[src/rtl/core/iprhpd_pkg.sv]
// shared types, constants and the poll-time table of the ipi rate halt-poll decider
// no dependencies; used by every rtl module through scoped names
`default_nettype none

package iprhpd_pkg;

    localparam int unsigned DataW   = 32;
    localparam int unsigned CfgW    = 16;
    localparam int unsigned LimitW  = 7;
    localparam int unsigned PollW   = 31;
    localparam int unsigned IdxW    = 2;
    localparam int unsigned CntW    = 5;
    localparam int unsigned InDataW  = 64;
    localparam int unsigned OutDataW = 72;

    // register indexes of the configuration port
    localparam logic [IdxW-1:0] RegRateThreshold = 2'd0;
    localparam logic [IdxW-1:0] RegMaxInterval   = 2'd1;
    localparam logic [IdxW-1:0] RegSampleLimit   = 2'd2;

    localparam logic [CfgW-1:0]   RstRateThreshold = 16'd400;
    localparam logic [CfgW-1:0]   RstMaxInterval   = 16'd1000;
    localparam logic [LimitW-1:0] RstSampleLimit   = 7'd100;

    // item kinds
    localparam logic KindSample = 1'b0;
    localparam logic KindClear  = 1'b1;

    typedef enum logic [5:0] {
        ST_IDLE  = 6'b000001,
        ST_CHECK = 6'b000010,
        ST_MUL   = 6'b000100,
        ST_CMP   = 6'b001000,
        ST_DIV   = 6'b010000,
        ST_OUT   = 6'b100000
    } t_state;

    typedef struct packed {
        logic start;
    } t_div_ctl;

    typedef struct packed {
        logic busy;
        logic done;
    } t_div_sts;

    function automatic logic [PollW-1:0] poll_for_rate(input logic [DataW-1:0] rate);
        logic [PollW-1:0] res;
        priority if (rate > 32'd20000) res = 31'd2000000000;
        else if (rate > 32'd10000)     res = 31'd1000000000;
        else if (rate > 32'd8000)      res = 31'd500000000;
        else if (rate > 32'd6000)      res = 31'd200000000;
        else if (rate > 32'd4000)      res = 31'd50000000;
        else if (rate > 32'd2000)      res = 31'd20000000;
        else                           res = '0;
        return res;
    endfunction

endpackage

`default_nettype wire

[src/rtl/core/iprhpd_div.sv]
// bit-serial restoring divider, one quotient bit per cycle
// depends on iprhpd_pkg
`default_nettype none

module iprhpd_div (
    input  wire logic                        i_clk,
    input  wire logic                        i_rst_n,
    input  wire iprhpd_pkg::t_div_ctl        i_ctl,
    input  wire logic [iprhpd_pkg::DataW-1:0] i_dividend,
    input  wire logic [iprhpd_pkg::DataW-1:0] i_divisor,
    output iprhpd_pkg::t_div_sts             o_sts,
    output logic [iprhpd_pkg::DataW-1:0]     o_quotient
);

    logic                          r_busy;
    logic                          r_done;
    logic [iprhpd_pkg::CntW-1:0]   r_cnt;
    logic [iprhpd_pkg::DataW-1:0]  r_rem;
    logic [iprhpd_pkg::DataW-1:0]  r_quo;
    logic [iprhpd_pkg::DataW-1:0]  r_dsr;
    logic [iprhpd_pkg::DataW-1:0]  n_rem;
    logic [iprhpd_pkg::DataW-1:0]  n_quo;
    logic [iprhpd_pkg::DataW:0]    w_trial;
    logic [iprhpd_pkg::DataW:0]    w_diff;
    logic                          w_ge;

    // shift the next dividend bit into the partial remainder and try a subtract
    always_comb begin
        w_trial = {r_rem, r_quo[iprhpd_pkg::DataW-1]};
        w_diff  = w_trial - {1'b0, r_dsr};
        w_ge    = !w_diff[iprhpd_pkg::DataW];
        n_rem   = w_ge ? w_diff[iprhpd_pkg::DataW-1:0] : w_trial[iprhpd_pkg::DataW-1:0];
        n_quo   = {r_quo[iprhpd_pkg::DataW-2:0], w_ge};
    end

    always_ff @(posedge i_clk) begin
        if (!i_rst_n) begin
            r_busy <= 1'b0;
            r_done <= 1'b0;
            r_cnt  <= '0;
        end else begin
            r_done <= 1'b0;
            if (i_ctl.start) begin
                r_busy <= 1'b1;
                r_cnt  <= '1;
            end else if (r_busy) begin
                r_cnt <= r_cnt - 1'b1;
                if (r_cnt == '0) begin
                    r_busy <= 1'b0;
                    r_done <= 1'b1;
                end
            end
        end
    end

    always_ff @(posedge i_clk) begin
        if (i_ctl.start) begin
            r_rem <= '0;
            r_quo <= i_dividend;
            r_dsr <= i_divisor;
        end else if (r_busy) begin
            r_rem <= n_rem;
            r_quo <= n_quo;
        end
    end

    assign o_sts.busy = r_busy;
    assign o_sts.done = r_done;
    assign o_quotient = r_quo;

endmodule

`default_nettype wire

[src/rtl/core/ipi_rate_halt_poll_decider_unit.sv]
// top level of the ipi rate halt-poll decider: sequencer, batch state, config
// depends on iprhpd_pkg and iprhpd_div
//
// channel  | dir | handshake                          | payload
// ---------+-----+------------------------------------+-----------------------------
// s_axis   | in  | i_s_axis_tvalid / o_s_axis_tready  | tdata stamp, count; tuser kind
// m_axis   | out | o_m_axis_tvalid / i_m_axis_tready  | tdata accepted, peak, poll, full
// cfg      | in  | i_cfg_we                           | i_cfg_idx, i_cfg_data
//
// a clear item goes from idle straight to the output state; a sample on a full batch passes
// the check state first; a rejected sample or one with zero interval also passes the multiply
// and compare states; an accepted sample with nonzero interval then waits for the 32-step divider
// synchronous active-low reset; batch state clears to zero, registers to their defaults
// the input side stays not ready while an item is in work; a stalled result holds in the
// output register and the next item is taken meanwhile, waiting only at its own result
`default_nettype none

module ipi_rate_halt_poll_decider_unit (
    input  wire logic                              i_clk,
    input  wire logic                              i_rst_n,
    // stamp_seconds [31:0], ipi_count [63:32]
    input  wire logic [iprhpd_pkg::InDataW-1:0]    i_s_axis_tdata,
    // kind [0]
    input  wire logic                              i_s_axis_tuser,
    input  wire logic                              i_s_axis_tvalid,
    output logic                                   o_s_axis_tready,
    // accepted [0], peak_rate [32:1], poll_ns [63:33], batch_full [64], zero [71:65]
    output logic [iprhpd_pkg::OutDataW-1:0]        o_m_axis_tdata,
    output logic                                   o_m_axis_tvalid,
    input  wire logic                              i_m_axis_tready,
    input  wire logic                              i_cfg_we,
    input  wire logic [iprhpd_pkg::IdxW-1:0]       i_cfg_idx,
    input  wire logic [iprhpd_pkg::CfgW-1:0]       i_cfg_data
);

    localparam int unsigned DW = iprhpd_pkg::DataW;

    iprhpd_pkg::t_state r_state, n_state;

    logic [iprhpd_pkg::CfgW-1:0]   r_thr;
    logic [iprhpd_pkg::CfgW-1:0]   r_maxiv;
    logic [iprhpd_pkg::LimitW-1:0] r_limit;

    logic [DW-1:0]                 r_prev, n_prev;
    logic [iprhpd_pkg::LimitW-1:0] r_taken, n_taken;
    logic [DW-1:0]                 r_peak, n_peak;

    logic                          r_kind;
    logic [DW-1:0]                 r_stamp;
    logic [DW-1:0]                 r_count;
    logic [DW-1:0]                 r_interval, n_interval;
    logic                          r_ok_pre, n_ok_pre;
    logic [DW-1:0]                 r_prod, n_prod;
    logic                          r_acc, n_acc;

    logic                          r_out_valid, n_out_valid;
    logic [iprhpd_pkg::OutDataW-1:0] r_out_data;

    logic                          w_in_req;
    logic                          w_out_load;
    logic [DW-1:0]                 w_interval;
    logic                          w_full;

    iprhpd_pkg::t_div_ctl          w_div_ctl;
    iprhpd_pkg::t_div_sts          w_div_sts;
    logic [DW-1:0]                 w_quo;

    assign o_s_axis_tready = (r_state == iprhpd_pkg::ST_IDLE);
    assign w_in_req        = i_s_axis_tvalid && o_s_axis_tready;
    assign w_interval      = r_stamp - r_prev;
    assign w_full          = (r_taken >= r_limit);
    assign w_out_load      = (r_state == iprhpd_pkg::ST_OUT) &&
                             (!r_out_valid || i_m_axis_tready);

    iprhpd_div u_div (
        .i_clk      (i_clk),
        .i_rst_n    (i_rst_n),
        .i_ctl      (w_div_ctl),
        .i_dividend (r_count),
        .i_divisor  (r_interval),
        .o_sts      (w_div_sts),
        .o_quotient (w_quo)
    );

    always_comb begin
        n_state     = r_state;
        n_prev      = r_prev;
        n_taken     = r_taken;
        n_peak      = r_peak;
        n_interval  = r_interval;
        n_ok_pre    = r_ok_pre;
        n_prod      = r_prod;
        n_acc       = r_acc;
        n_out_valid = r_out_valid && !i_m_axis_tready;
        w_div_ctl   = '0;
        unique case (r_state)
            iprhpd_pkg::ST_IDLE: begin
                if (w_in_req) begin
                    n_acc = 1'b0;
                    if (i_s_axis_tuser == iprhpd_pkg::KindClear) begin
                        n_prev  = '0;
                        n_taken = '0;
                        n_peak  = '0;
                        n_state = iprhpd_pkg::ST_OUT;
                    end else begin
                        n_state = iprhpd_pkg::ST_CHECK;
                    end
                end
            end
            iprhpd_pkg::ST_CHECK: begin
                // a full batch leaves all state untouched
                if (w_full) begin
                    n_state = iprhpd_pkg::ST_OUT;
                end else begin
                    n_interval = w_interval;
                    n_ok_pre   = (r_prev != '0) && (r_stamp >= r_prev) &&
                                 (w_interval < {{(DW-iprhpd_pkg::CfgW){1'b0}}, r_maxiv});
                    n_state    = iprhpd_pkg::ST_MUL;
                end
            end
            iprhpd_pkg::ST_MUL: begin
                // exact whenever the interval passed the max-interval check
                n_prod  = {{(DW-iprhpd_pkg::CfgW){1'b0}}, r_thr} *
                          {{(DW-iprhpd_pkg::CfgW){1'b0}}, r_interval[iprhpd_pkg::CfgW-1:0]};
                n_state = iprhpd_pkg::ST_CMP;
            end
            iprhpd_pkg::ST_CMP: begin
                n_prev  = r_stamp;
                n_state = iprhpd_pkg::ST_OUT;
                if (r_ok_pre && (r_count > r_prod)) begin
                    n_acc   = 1'b1;
                    n_taken = r_taken + 1'b1;
                    if (r_interval != '0) begin
                        w_div_ctl.start = 1'b1;
                        n_state         = iprhpd_pkg::ST_DIV;
                    end
                end
            end
            iprhpd_pkg::ST_DIV: begin
                if (w_div_sts.done) begin
                    if (w_quo > r_peak) begin
                        n_peak = w_quo;
                    end
                    n_state = iprhpd_pkg::ST_OUT;
                end
            end
            iprhpd_pkg::ST_OUT: begin
                if (w_out_load) begin
                    n_out_valid = 1'b1;
                    n_state     = iprhpd_pkg::ST_IDLE;
                end
            end
            default: begin
                n_state = iprhpd_pkg::ST_IDLE;
            end
        endcase
    end

    always_ff @(posedge i_clk) begin
        if (!i_rst_n) begin
            r_state     <= iprhpd_pkg::ST_IDLE;
            r_prev      <= '0;
            r_taken     <= '0;
            r_peak      <= '0;
            r_acc       <= 1'b0;
            r_out_valid <= 1'b0;
            r_thr       <= iprhpd_pkg::RstRateThreshold;
            r_maxiv     <= iprhpd_pkg::RstMaxInterval;
            r_limit     <= iprhpd_pkg::RstSampleLimit;
        end else begin
            r_state     <= n_state;
            r_prev      <= n_prev;
            r_taken     <= n_taken;
            r_peak      <= n_peak;
            r_acc       <= n_acc;
            r_out_valid <= n_out_valid;
            if (i_cfg_we) begin
                unique case (i_cfg_idx)
                    iprhpd_pkg::RegRateThreshold: r_thr   <= i_cfg_data;
                    iprhpd_pkg::RegMaxInterval:   r_maxiv <= i_cfg_data;
                    iprhpd_pkg::RegSampleLimit:   r_limit <= i_cfg_data[iprhpd_pkg::LimitW-1:0];
                    default: ;
                endcase
            end
        end
    end

    // payload registers
    always_ff @(posedge i_clk) begin
        if (w_in_req) begin
            r_kind  <= i_s_axis_tuser;
            r_stamp <= i_s_axis_tdata[DW-1:0];
            r_count <= i_s_axis_tdata[2*DW-1:DW];
        end
        r_interval <= n_interval;
        r_ok_pre   <= n_ok_pre;
        r_prod     <= n_prod;
        if (w_out_load) begin
            r_out_data <= {{(iprhpd_pkg::OutDataW-DW-iprhpd_pkg::PollW-2){1'b0}},
                           w_full,
                           iprhpd_pkg::poll_for_rate(r_peak),
                           r_peak,
                           r_acc && (r_kind == iprhpd_pkg::KindSample)};
        end
    end

    assign o_m_axis_tdata  = r_out_data;
    assign o_m_axis_tvalid = r_out_valid;

endmodule

`default_nettype wire

[config.mk]
export PLATFORM = sky130hd
export DESIGN_NAME = ipi_rate_halt_poll_decider_unit
export DESIGN_NICKNAME = d
export VERILOG_FILES = /design/src/rtl/core/iprhpd_pkg.sv /design/src/rtl/core/iprhpd_div.sv /design/src/rtl/core/ipi_rate_halt_poll_decider_unit.sv
export SDC_FILE = /design/constraint.sdc
export NUM_CORES = 1
export LEC_CHECK = 0
export BUFFER_PORTS_ARGS = -buffer_cell sky130_fd_sc_hd__buf_2
export CAP_MARGIN = 30
export CORE_MARGIN = 3
export CORE_UTILIZATION = 65
export CTS_CLUSTER_DIAMETER = 100
export DETAILED_ROUTE_END_ITERATION = 7
export PLACE_DENSITY = 0.95
export REMOVE_ABC_BUFFERS = 1
export SKIP_CTS_REPAIR_TIMING = 1
export SLEW_MARGIN = 25
export SYNTH_ARGS = -nofsm -noshare
export SYNTH_HDL_FRONTEND = slang
export SYNTH_SLANG_ARGS = --single-unit
[constraint.sdc]
create_clock -name i_clk -period 19.35 [get_ports i_clk]
set_input_delay 1.935 -clock i_clk [delete_from_list [all_inputs] [get_ports i_clk]]
set_output_delay 1.935 -clock i_clk [all_outputs]
set_load 0.02 [all_outputs]
# Word level (Yosys, flattened, before mapping)
# Cells that the tools add are included.
dict set report word_totals {
  reg_bits 416
  wordCells 133
  input_bits 88
}
dict set report classes {
  n_mux 40
  order_cmp 11
  multipliers 1
  n_eq_ne 14
  add_sub_neg 4
  reduce_logical 32
  bitwise_logic 4
}
# operator n
set ops {}
lappend ops {{$mux W32} 7}
lappend ops {{$pmux W32 S2} 2}
lappend ops {{$mux W28} 3}
lappend ops {{$gt A32 B13 Y1 const B} 2}
lappend ops {{$gt A32 B32 Y1} 2}
lappend ops {{$reduce_bool A32 Y1} 2}
lappend ops {{$mux W6} 7}
lappend ops {{$pmux W6 S6} 1}
lappend ops {{$sub A33 B32 Y33} 1}
lappend ops {{$ge A32 B32 Y1} 1}
lappend ops {{$gt A32 B11 Y1 const B} 1}
lappend ops {{$gt A32 B12 Y1 const B} 1}
lappend ops {{$gt A32 B14 Y1 const B} 1}
lappend ops {{$gt A32 B15 Y1 const B} 1}
lappend ops {{$lt A32 B16 Y1} 1}
lappend ops {{$mul A16 B16 Y32} 1}
lappend ops {{$sub A32 B32 Y32} 1}
lappend ops {{$mux W26} 1}
lappend ops {{$mux W25} 1}
lappend ops {{$mux W7} 3}
lappend ops {{$pmux W7 S2} 1}
lappend ops {{$mux W1} 11}
lappend ops {{$mux W5} 2}
lappend ops {{$reduce_and A3 Y1} 3}
lappend ops {{other kinds (28)} 49}

# Logic depth before layout (Yosys ltp)
dict set report depth {
  ltp_word 6
  ltp_mapped 25
}

# Cells and area by module
# Synthesis repeated with hierarchy kept, for this count alone.
dict set report unflattened {
  hier_cells 2850
  area_unflattened_um2 28851.4
}
# module cells_per_inst n_inst seq_area_each_um2 area_per_inst_um2
set by_module_without_submodules {}
lappend by_module_without_submodules {ipi_rate_halt_poll_decider_unit 2313 1 7887.6 23079.6}
lappend by_module_without_submodules {iprhpd_div 537 1 2702.6 5771.8}

# Worst setup path before layout
# Ideal clock, no wire load.
dict set report synth_timing {
  path_kind {flip-flop to flip-flop}
  startpoint {reg r_interval[9]}
  endpoint {reg r_prod[30], data pin}
  t_arrival_ns 5.826
  path_slack_ns 13.259
  path_stages_with_launch 24
  synth_period_minus_slack_ns 6.091
  setup_time_ns 0.265
  path_cell_list {edfxtp_1 clkbuf_1 clkbuf_1 nand2_1 fa_1 inv_1 fa_1 fa_1 fa_1 fa_1 inv_1 fa_1 inv_1 ha_1 a21o_1 a21o_1 a21o_1 nand3_1 o211ai_1 nand4_1 nand3_1 a31oi_1 o21ai_0 xor2_1}
}
dict set report synth_via {
  elab_chain_cells 1
}
# element line
set synth_lines {}
lappend synth_lines {{start, declared} ipi_rate_halt_poll_decider_unit.sv:51} ;# logic [DW-1:0] r_interval, n_interval;
lappend synth_lines {{start signal, assigned} ipi_rate_halt_poll_decider_unit.sv:195} ;# r_interval <= n_interval;
lappend synth_lines {{$mul A16 B16 Y32} ipi_rate_halt_poll_decider_unit.sv:123} ;# n_prod = {{(DW-iprhpd_pkg::CfgW){1'b0}}, r_thr} *
lappend synth_lines {{end signal, assigned} ipi_rate_halt_poll_decider_unit.sv:197} ;# r_prod <= n_prod;
lappend synth_lines {{end, declared} ipi_rate_halt_poll_decider_unit.sv:53} ;# logic [DW-1:0] r_prod, n_prod;
# No other way between the ends.
# A chain may end at the register's enable or synchronous reset.

# Worst setup path in the final report
dict set report layout_timing {
  startpoint {reg r_thr[3] (netlist name)}
  endpoint {reg r_prod[30], data pin}
}
dict set report layout_via {
  elab_chain_cells 1
}
# element line
set layout_lines {}
lappend layout_lines {{start, declared} ipi_rate_halt_poll_decider_unit.sv:40} ;# logic [iprhpd_pkg::CfgW-1:0] r_thr;
lappend layout_lines {{start signal, assigned} ipi_rate_halt_poll_decider_unit.sv:167} ;# r_thr <= iprhpd_pkg::RstRateThreshold;
lappend layout_lines {{start signal, assigned} ipi_rate_halt_poll_decider_unit.sv:179} ;# iprhpd_pkg::RegRateThreshold: r_thr <= i_cfg_data;
lappend layout_lines {{$mul A16 B16 Y32} ipi_rate_halt_poll_decider_unit.sv:123}
# No other way between the ends.

==> flow_summary.toml <==
[setup_path]
crit_path_start_kind = "flop"
crit_fanout = 17
worstSetupPathType = "flop to flop"
arrival_ns = 7.11
cp-end-kind = "flop"
cp.required_ns = 19.67

[power_and_ir_drop]
total_power_mw = 2.50
ir_drop_mv = 0.0802
p_leak_nw = 14.1
power-per-cell-area_nw_per_um2 = 79.2

[timing]
tightest_slew_ns = 0.923
post-route-period-util_pct = 35.1
rsz0062_at_grt = "no"
skew_ns = 0.0321
layout_setup_ws_ns = 12.56
finalHoldViolations = 0
tns_ns = 0
max-slew-margin-rel_pct = 37.8
finalCriticalPeriod_ns = 6.79
max_freq_mhz = 147
setup_viol = 0
hold_ws_ns = 0.451
drv_slew = 0

[route]
vias = 22087
drc = 0
initialDrtViolationCount = 2082
wire_per_inst_um = 20.0
viasPerCell = 6.15
drt_pass1_iterations = 8
drt-total-wl_um = 72000
antenna_left = 0

[status]
status = "completed"

[min_path]
hold_path_class = "flop to flop"

[global_routing]
grt_max_degree = 80
antenna_found_initial = 0
grt_usage_pct = 30.5
grt_pass1_wl_um = 117000
grt_pass1_vias = 23040
grt.overflow.total = 0

[floorplanning]
fp-row-count = 76
ios = 162
fp.dieH_um = 217
dieArea_um2 = 47100
coreArea_um2 = 43600
die_w_um = 217
start_util_pct = 66.5

[synthesis]
dominantRegCellSynth = "edfxtp_1"
ys_ff_latch = 405
synth_edf_count = 248
ys_async_sr_fraction_pct = 0
synthCells = 2878
netlist_area_um2 = 29000
ys_types = 86
ys_warn_count = 0
synth.yosys.seq_area_share_pct = 36.6
syn_area_per_cell_um2 = 10.1

[cells_and_area]
diodes = 0
utilization_pct = 72.5
fill_cells = 2812
final_area_um2 = 31600
drive_above_1_share_pct = 10.4
multiInputGateArea_um2 = 16300
seqCellArea_um2 = 10600
fin_cells = 3593
nets = 3514
area_delta_synth_final_pct = 8.99

[clock_network]
clk_pin_slew_worst_paths_ns = 0.07
clk_latency_ns = 0.57
htreeDepth = 2
cts_root_buf = "clkbuf_16"
clock_path_buffers = 3
cts_tree = "yes"
cts_made_buffers = 43
cts.sinks = 405

[placement]
io_buffers = 147
place_congestion = 0.922
dpl-instance-area_um2 = 30100
dpl_worst_slack_ns = 12.69
dp.cells = 3512
dp_hpwl_um = 52000

[job]
max_cap_viol_count = 0
## state kept, by name (all words and copies together) (netlist names)
register          flops
u_div.o_quotient     32
u_div.r_done          1
r_peak               32
r_count              32
r_kind                1
r_acc                 1
o_m_axis_tdata       54
r_prev               32
r_limit               7
r_maxiv              16
r_stamp              32
r_interval           32
u_div.r_busy          1
r_ok_pre              1
r_state               6
o_m_axis_tvalid       1
u_div.r_rem          32
u_div.r_dsr          32
r_prod               32
u_div.r_cnt           5
r_taken               7
r_thr                16
## cells by family after synthesis
logic type	share of synthesized area [%]
DFF	36.6
buffers and inverters	7.41
xor gates and xnor gates	2.60
adders and majority gates	24.7
other	0.0130
muxes	3.50
AOI/OAI and AO/OA	10.8
and+or+nand+nor	14.4
## per-layer routing
metal | global-route usage [%] | part of all wire, % | vias to the layer above
met5 | 0 | 0 | -
met3 | 5.08 | 7.8 | 305
li1 | - | - | 9930
met2 | 52.0 | 49 | 1186
met4 | 15.5 | 5.5 | 0
met1 | 37.7 | 38 | 10666
## cell usage after synthesis (5+ instances only)
library cell  number  area share (%)
nor2_1            95             1.2
nand2_1          325             4.2
mux2_2            34             1.3
nor2b_1           19            0.41
nand3_1           98             1.7
or2_2             12            0.26
o211ai_1          14            0.36
a21oi_1           96             1.7
a21boi_0          60             1.6
o21ai_0           52            0.90
buf_4             19            0.49
a21o_1            77             2.0
o21bai_1          13            0.34
nor3b_1            5            0.13
nor4_1            28            0.60
or4_1             11            0.29
fa_1             196              14
inv_1            412             5.3
and2_1           129             2.8
a211oi_1          40             1.0
dfxtp_1          157              11
nand4_1           33            0.71
a31oi_1           16            0.35
xor2_1            35             1.1
ha_1             257              11
nor3_1            19            0.33
nand2b_1          13            0.28
and4_1             5            0.15
edfxtp_1         248              26
nand3b_1           6            0.16
mux2i_1           63             2.2
o21a_1            33            0.86
clkbuf_1          99             1.3
a2111oi_0          6            0.18
o31ai_1           13            0.34
and3_1            16            0.35
xnor2_1           51             1.5
## power breakdown
part | total (mW) | switching, mW | internal [mW] | leakage (nW)
Clock | 0.861 | 0.353 | 0.508 | 0.725
Combinational | 0.634 | 0.386 | 0.248 | 9.74
Sequential | 1.00 | 0.0314 | 0.972 | 3.59
## final timing paths
kind | startpoint | to | slack (ns) | cells past startpoint
worst max-delay path | r_thr[3]$_SDFFE_PN0P_ | r_prod[30]$_DFFE_PP_ | 12.56 | 23
worst min-delay path | r_interval[20]$_DFFE_PP_ | u_div.r_dsr[20]$_DFFE_PP_ | 0.45 | 0
worst max register to register | r_thr[3]$_SDFFE_PN0P_ | r_prod[30]$_DFFE_PP_ | 12.56 | 23
worst min register to register | r_interval[20]$_DFFE_PP_ | u_div.r_dsr[20]$_DFFE_PP_ | 0.45 | 0
## critical path, stage by stage (launching register included)
cell,delay (ns)
dfxtp_1,0.84
nand2_1,0.20
fa_1,0.58
inv_1,0.06
fa_1,0.38
inv_1,0.09
fa_1,0.39
inv_1,0.09
fa_1,0.44
fa_1,0.57
inv_1,0.06
fa_1,0.53
inv_1,0.05
ha_1,0.36
and3_1,0.25
and2_1,0.19
o311a_1,0.12
nor2_1,0.25
o211ai_1,0.25
nand4_1,0.19
nand3_1,0.10
a31oi_1,0.25
o21ai_0,0.15
xor2_1,0.16
## cells in the final DEF (no fill, tap or decap), types with 63 or more instances in the layout
master    netlist  routed
and2_1        129     128
mux2i_1        63      63
edfxtp_1      248     248
dfxtp_1       157     156
nand2_1       325     324
nor2_1         95      94
fa_1          196     196
ha_1          257     257
a21oi_1        96      96
inv_1         412     412
a21o_1         77      77
buf_2           2     146
nand3_1        98      98
## area by class of cell
cell class              count  share of cell area [%]
well taps                 585                    2.32
flip-flops and latches    405                    33.6
multi-input cells        1947                    51.7
repair buffers            164                    2.78
clock buffers              56                    3.79
clock inverters            24                   0.912
inverters                 412                    4.90
No activity file was read; power rests on OpenSTA's default activity.
